$ cat src/design/sauv_pkg.sv
// ----------------------------------------------------------------------------
// sauv_pkg
// Shared types and constants of the Sauvola local binariser.
// ----------------------------------------------------------------------------
`default_nettype none

package sauv_pkg;

  localparam int MaxWidth      = 1024;
  localparam int MaxHeight     = 1024;
  localparam int MaxHalfWindow = 7;

  localparam int DimW      = 11;
  localparam int HwW       = 3;
  localparam int KW        = 8;
  localparam int CfgDataW  = 11;
  localparam int ScanW     = 21;
  localparam int AddrW     = 14;
  localparam int StoreDepth = 2 ** AddrW;

  localparam int SqrtInW   = 32;
  localparam int SqrtRootW = SqrtInW / 2;
  localparam int SqrtRemW  = SqrtRootW + 2;

  typedef enum logic [1:0] {
    REG_FRAME_WIDTH  = 2'd0,
    REG_FRAME_HEIGHT = 2'd1,
    REG_HALF_WINDOW  = 2'd2,
    REG_K_Q8         = 2'd3
  } cfg_idx_e;

  typedef struct packed {
    logic       cmd;
    logic [7:0] red;
    logic [7:0] green;
    logic [7:0] blue;
  } in_item_t;

  typedef struct packed {
    logic white;
    logic frame_done;
  } out_item_t;

  typedef struct packed {
    logic                 vld;
    logic [SqrtRemW-1:0]  rem;
    logic [SqrtRootW-1:0] root;
    logic [SqrtInW-1:0]   dsh;
  } sqrt_stage_t;

endpackage

`default_nettype wire

$ cat src/design/sauv_sqrt_cell.sv
// ----------------------------------------------------------------------------
// sauv_sqrt_cell
// One digit step of the integer square root, registered towards the next cell.
// ----------------------------------------------------------------------------
`default_nettype none

module sauv_sqrt_cell (
  input  logic                  clk_i,
  input  logic                  rst_ni,
  input  sauv_pkg::sqrt_stage_t stage_i,
  output sauv_pkg::sqrt_stage_t stage_o
);
  import sauv_pkg::*;

  logic [SqrtRemW+1:0] cur;
  logic [SqrtRemW+1:0] trial;
  logic [SqrtRemW+1:0] diff;
  logic                ge;

  logic                 vld_q;
  logic [SqrtRemW-1:0]  rem_q;
  logic [SqrtRootW-1:0] root_q;
  logic [SqrtInW-1:0]   dsh_q;

  assign cur   = {stage_i.rem, stage_i.dsh[SqrtInW-1 -: 2]};
  assign trial = {2'b00, stage_i.root, 2'b01};
  assign ge    = (cur >= trial);
  assign diff  = cur - trial;

  always_ff @(posedge clk_i or negedge rst_ni) begin
    if (!rst_ni) begin
      vld_q <= 1'b0;
    end else begin
      vld_q <= stage_i.vld;
    end
  end

  always_ff @(posedge clk_i) begin
    rem_q  <= ge ? diff[SqrtRemW-1:0] : cur[SqrtRemW-1:0];
    root_q <= {stage_i.root[SqrtRootW-2:0], ge};
    dsh_q  <= {stage_i.dsh[SqrtInW-3:0], 2'b00};
  end

  assign stage_o = {vld_q, rem_q, root_q, dsh_q};

endmodule

`default_nettype wire

$ cat config.mk
export PLATFORM = sky130hd
export DESIGN_NAME = sauv_sqrt_cell
export DESIGN_NICKNAME = d
export VERILOG_FILES = /design/src/design/sauv_pkg.sv /design/src/design/sauv_sqrt_cell.sv
export SDC_FILE = /design/constraint.sdc
export NUM_CORES = 1
export LEC_CHECK = 0
export ABC_AREA = 1
export BUFFER_PORTS_ARGS = -buffer_cell sky130_fd_sc_hd__buf_2
export CAP_MARGIN = 5
export CORE_ASPECT_RATIO = 0.5
export CORE_MARGIN = 1.5
export CORE_UTILIZATION = 49
export DETAILED_ROUTE_END_ITERATION = 8
export HOLD_SLACK_MARGIN = 0.08
export PLACE_DENSITY = 0.85
export SLEW_MARGIN = 40
export SYNTH_ARGS = -nofsm -noshare
export SYNTH_HDL_FRONTEND = slang
export SYNTH_SLANG_ARGS = --single-unit
$ cat constraint.sdc
create_clock -name clk_i -period 0.9 [get_ports clk_i]
set_input_delay 0.09 -clock clk_i [delete_from_list [all_inputs] [get_ports clk_i]]
set_output_delay 0.09 -clock clk_i [all_outputs]
set_load 0.03 [all_outputs]
==> flow_summary.ini, run 1 <==
[run_status]
status = did not finish
error_line = [ERROR DPL-0038] Utilization greater than 100%, impossible to legalize
lastStage = clock tree synthesis (4_1_cts)

[clock_network]
cts-root-buf = clkbuf_8
cts_sinks = 65
numCtsBuffers = 9
clock_path_buffers = 2
htreeDepth = 3
ctsResizeCount = 201
postCtsSetupBuffers = 11
hold_buffers = 64

[floorplanning]
start_util_pct = 53.1
num_io_pins = 136
die-width_um = 108
dieHeight_um = 55.7
rows = 18

[synth]
syn_inst = 342
synth-seq-cells = 65
ys_warn_count = 0
avgSynthCellArea_um2 = 7.97
syn_area_um2 = 2730
synth_top_area_cell = dfxtp_1
seq_area_frac_synth_pct = 47.9
ys_types = 25
synth_top_area_share_pct = 47.0
ys_top_cells_by_area = dfxtp_1 (47%), nand2_1 (17%), ha_1 (8.3%)

[place]
place_hpwl_mm = 5.93
gp_congestion = 0.853
io_buffers = 133
[synth_stat cells]
cell type / number
xor2_2: 1
nor2_2: 2
nand3_1: 11
inv_4: 1
nand2_1: 123
a21oi_1: 13
nor2_1: 16
xor2_1: 8
o21bai_1: 1
a211oi_1: 1
o21ai_0: 4
dfrtp_1: 1
nand2_4: 1
nand3b_1: 7
nor3_1: 2
nand4_1: 1
conb_1: 1
ha_1: 18
dfxtp_1: 64
buf_4: 3
xnor2_1: 1
buf_6: 3
nand3_2: 6
inv_1: 51
nand2_2: 2
[per-stage QoR]
step / utilization (%) / instances / cell area, µm² / worst slack, ns
floorplan: - / 343 / 3010 / -0.447
global placement: 78.8 / 585 / 4050 / -0.626
detailed placement: 78.8 / 585 / 4050 / -0.676
[kinds of logic after synthesis]
family | count (synthesis) | synth area share, %
other cells | 1 | 0.138
flops | 65 | 47.9
buf+inv | 58 | 9.32
fa+ha+maj | 18 | 8.26
simple gates | 171 | 27.2
compound gates | 19 | 3.67
xor+xnor | 10 | 3.49
==> inputs of run 2 (changes only) <==
--- a/config.mk
+++ b/config.mk
@@ -8,12 +8,10 @@
 export ABC_AREA = 1
 export BUFFER_PORTS_ARGS = -buffer_cell sky130_fd_sc_hd__buf_2
 export CAP_MARGIN = 5
-export CORE_ASPECT_RATIO = 0.5
 export CORE_MARGIN = 1.5
-export CORE_UTILIZATION = 49
+export CORE_UTILIZATION = 35
 export DETAILED_ROUTE_END_ITERATION = 8
-export HOLD_SLACK_MARGIN = 0.08
-export PLACE_DENSITY = 0.85
+export PLACE_DENSITY_LB_ADDON = 0.15
 export SLEW_MARGIN = 40
 export SYNTH_ARGS = -nofsm -noshare
 export SYNTH_HDL_FRONTEND = slang
==> run 2 against run 1 <==
Net effect: the flow now finishes, with violations (setup timing); area after synthesis unchanged; synthesized cell count unchanged.
==> flow_summary.ini, run 2 <==
[clock_network]
cts_tree = yes
clock_path_buffers = 2
htreeDepth = 3
cts-root-buf = clkbuf_8
cts_sinks = 65
path_clk_slew_ns = 0.08
numCtsBuffers = 9

[place]
place_inst = 610
gp_congestion = 0.858
io_buffers = 133
place_hpwl_mm = 5.69

[synth]
synth-seq-cells = 65
synth_edf_count = 0
avgSynthCellArea_um2 = 7.97
yosys_most_used_dff = dfxtp_1
synth_common_cells = nand2_1 (123), dfxtp_1 (64), inv_1 (51)
async_flop_share_pct = 1.54
synth_top_area_share_pct = 47.0
syn_inst = 342
ys_warn_count = 0
seq_area_frac_synth_pct = 47.9
ys_types = 25
syn_area_um2 = 2730
ys_top_cells_by_area = dfxtp_1 (47%), nand2_1 (17%), ha_1 (8.3%)
yosys.cell_count.top_type = nand2_1
synth_top_area_cell = dfxtp_1

[setup_path]
critPathMaxFanout = 7
cp.arrival_ns = 1.54
cp-start-kind = input pin
critPathCaptureType = flop
setup.worst_path.class = input pin to flop
required_ns = 1.18

[route]
drtAntennaViolNets = 0
dr_wl_met2_mm = 5.35
wl_met1_mm = 4.30
firstDrtPassIters = 4
drt-initial-drc-count = 84
vias = 3102
drt_wl_total_mm = 10.3
via_per_inst = 4.45
drc = 0
drt-wirelength-per-cell_um = 14.7
met3_length_um = 481
routed.top_layer = met4

[grt]
grt_max_degree = 17
grt_usage_pct = 22.1
first_global_vias = 3070
antenna_found_initial = 0
grt_pass1_wl_mm = 14.4
grt_overflow = 0

[sta]
worst_slack_ns = -0.357
rsz0062_at_grt = true
min_period_over_period_pct = 140
fmax_mhz = 795
slew_viol_final = 0
setup_viol = 23
period_minus_slack_ns = 1.26
hold_viol_final = 0

[finish]
regMostFlops = dsh_q
reg_top3 = dsh_q (30), rem_q (18), root_q (16)
layout_commonest_cell = nand2_1
drive_gt1_share_pct = 57.5
antenna_cells = 0
fin_cells = 697
area_delta_synth_final_pct = 112
mostFrequentLayoutCells = nand2_1 (98), buf_6 (74), dfxtp_2 (64), dlygate4sd3_1 (64), buf_2 (52)
fin_nets = 677
largest_reg_flops = 30

[floorplanning]
die-width_um = 91.3
core-area_um2 = 7650
num_io_pins = 136
start_util_pct = 35.7
die-area_um2 = 8330
dieHeight_um = 91.3
rows = 32

[power]
power_frac_seq_pct = 34.8
p_leak_nw = 2.87
intPower_w = 0.00669
pwr-share-clk_pct = 32.6
power_switching_w = 0.00298
switching_share_pct = 30.8
max-vdd-ir-drop_mv = 0.772
power_density_nw_per_um2 = 1670
comb_power_share_pct = 32.6
finalPower_w = 0.00966

[run]
cap_violations = 0

[run_status]
status = finished with violations
violations = setup timing

[min_path]
hold_class = input pin to flop
## run 2: layout make-up
type	count	area, µm²
Multi-Input combinational cell	220	1570
Fill cell	526	1870
Timing Repair Buffer	241	2180
Timing Repair inverter	1	8.76
Inverter	52	243
Tap cell	102	128
Sequential cell	65	1390
Clock inverter	6	115
Clock buffer	10	138
## run 2: kinds of logic after synthesis
group,share of synthesized area (%)
xor gates and xnor gates,3.49
adders and majority gates,8.26
AOI/OAI and AO/OA,3.67
DFF,47.9
other,0.138
buffers and inverters,9.32
and+or+nand+nor,27.2
## run 2: critical path, stage by stage
cell and delay [ns]:
buf_4 0.13, ha_4 0.29, nand2_4 0.06, inv_2 0.06, nand2_1 0.05, nor2_1 0.09, nand2_1 0.06, nand3b_1 0.13
nand2_2 0.10, nand2_8 0.16, buf_12 0.14, nand2_1 0.07, nand2_2 0.10
## run 2: what timing repair did
| action | in CTS | in global routing |
|---|---|---|
| pin swaps | 8 | 20 |
| resized for setup | 184 | 92 |
| hold endpoints to repair | 64 | 1 |
| cloned | 0 | 2 |
| buffers inserted | 5 | 0 |
| hold buffers | 63 | 1 |
| endpoints found under the setup margin | 84 | 80 |
## run 2: metrics by stage
| stage | cell area [µm²] | TNS [ns] | hold WS, ns | worst slack, ns | util (%) |
|---|---|---|---|---|---|
| floorplan | 3010 | -7.69 | -0.206 | -0.447 | - |
| global placement | 4050 | -11.99 | -0.135 | -0.653 | 52.9 |
| detailed placement | 4050 | -12.67 | -0.134 | -0.689 | 52.9 |
| CTS | 5480 | -4.41 | -0.0498 | -0.250 | 71.7 |
| global route | 5770 | -7.64 | 0.0459 | -0.409 | 75.5 |
| finish | 5770 | -5.94 | 0.0413 | -0.357 | 75.5 |
## run 2: power groups by stage
stage | clock (W) | sequential (W) | combinational (W)
2_1_floorplan | 0 | 0.00384 | 0.000932
3_3_place_gp | 0 | 0.00329 | 0.00230
6_report | 0.00315 | 0.00336 | 0.00315
4_1_cts | 0.00315 | 0.00332 | 0.00296
3_5_place_dp | 0 | 0.00328 | 0.00234
5_1_grt | 0.00331 | 0.00338 | 0.00337
## run 2: path summary, 6_finish.rpt
check / from / end / slack, ns / cells after the start
setup / recovery: stage_i[55] / rem_q[6] / -0.36 / 13
hold / removal: stage_i[31] / rem_q[1] / 0.04 / 3
max in group asynchronous: rst_ni / vld_q / 0.75 / 2
min in group asynchronous: rst_ni / vld_q / 0.06 / 2
## run 2: per-layer routing
layer / up-vias / track usage [%]
met5: - / 0
met4: 0 / 6.51
met3: 16 / 5.19
met2: 127 / 40.3
met1: 1419 / 25.3
li1: 1540 / -
Note: power is estimated with default switching activity, not from simulation.
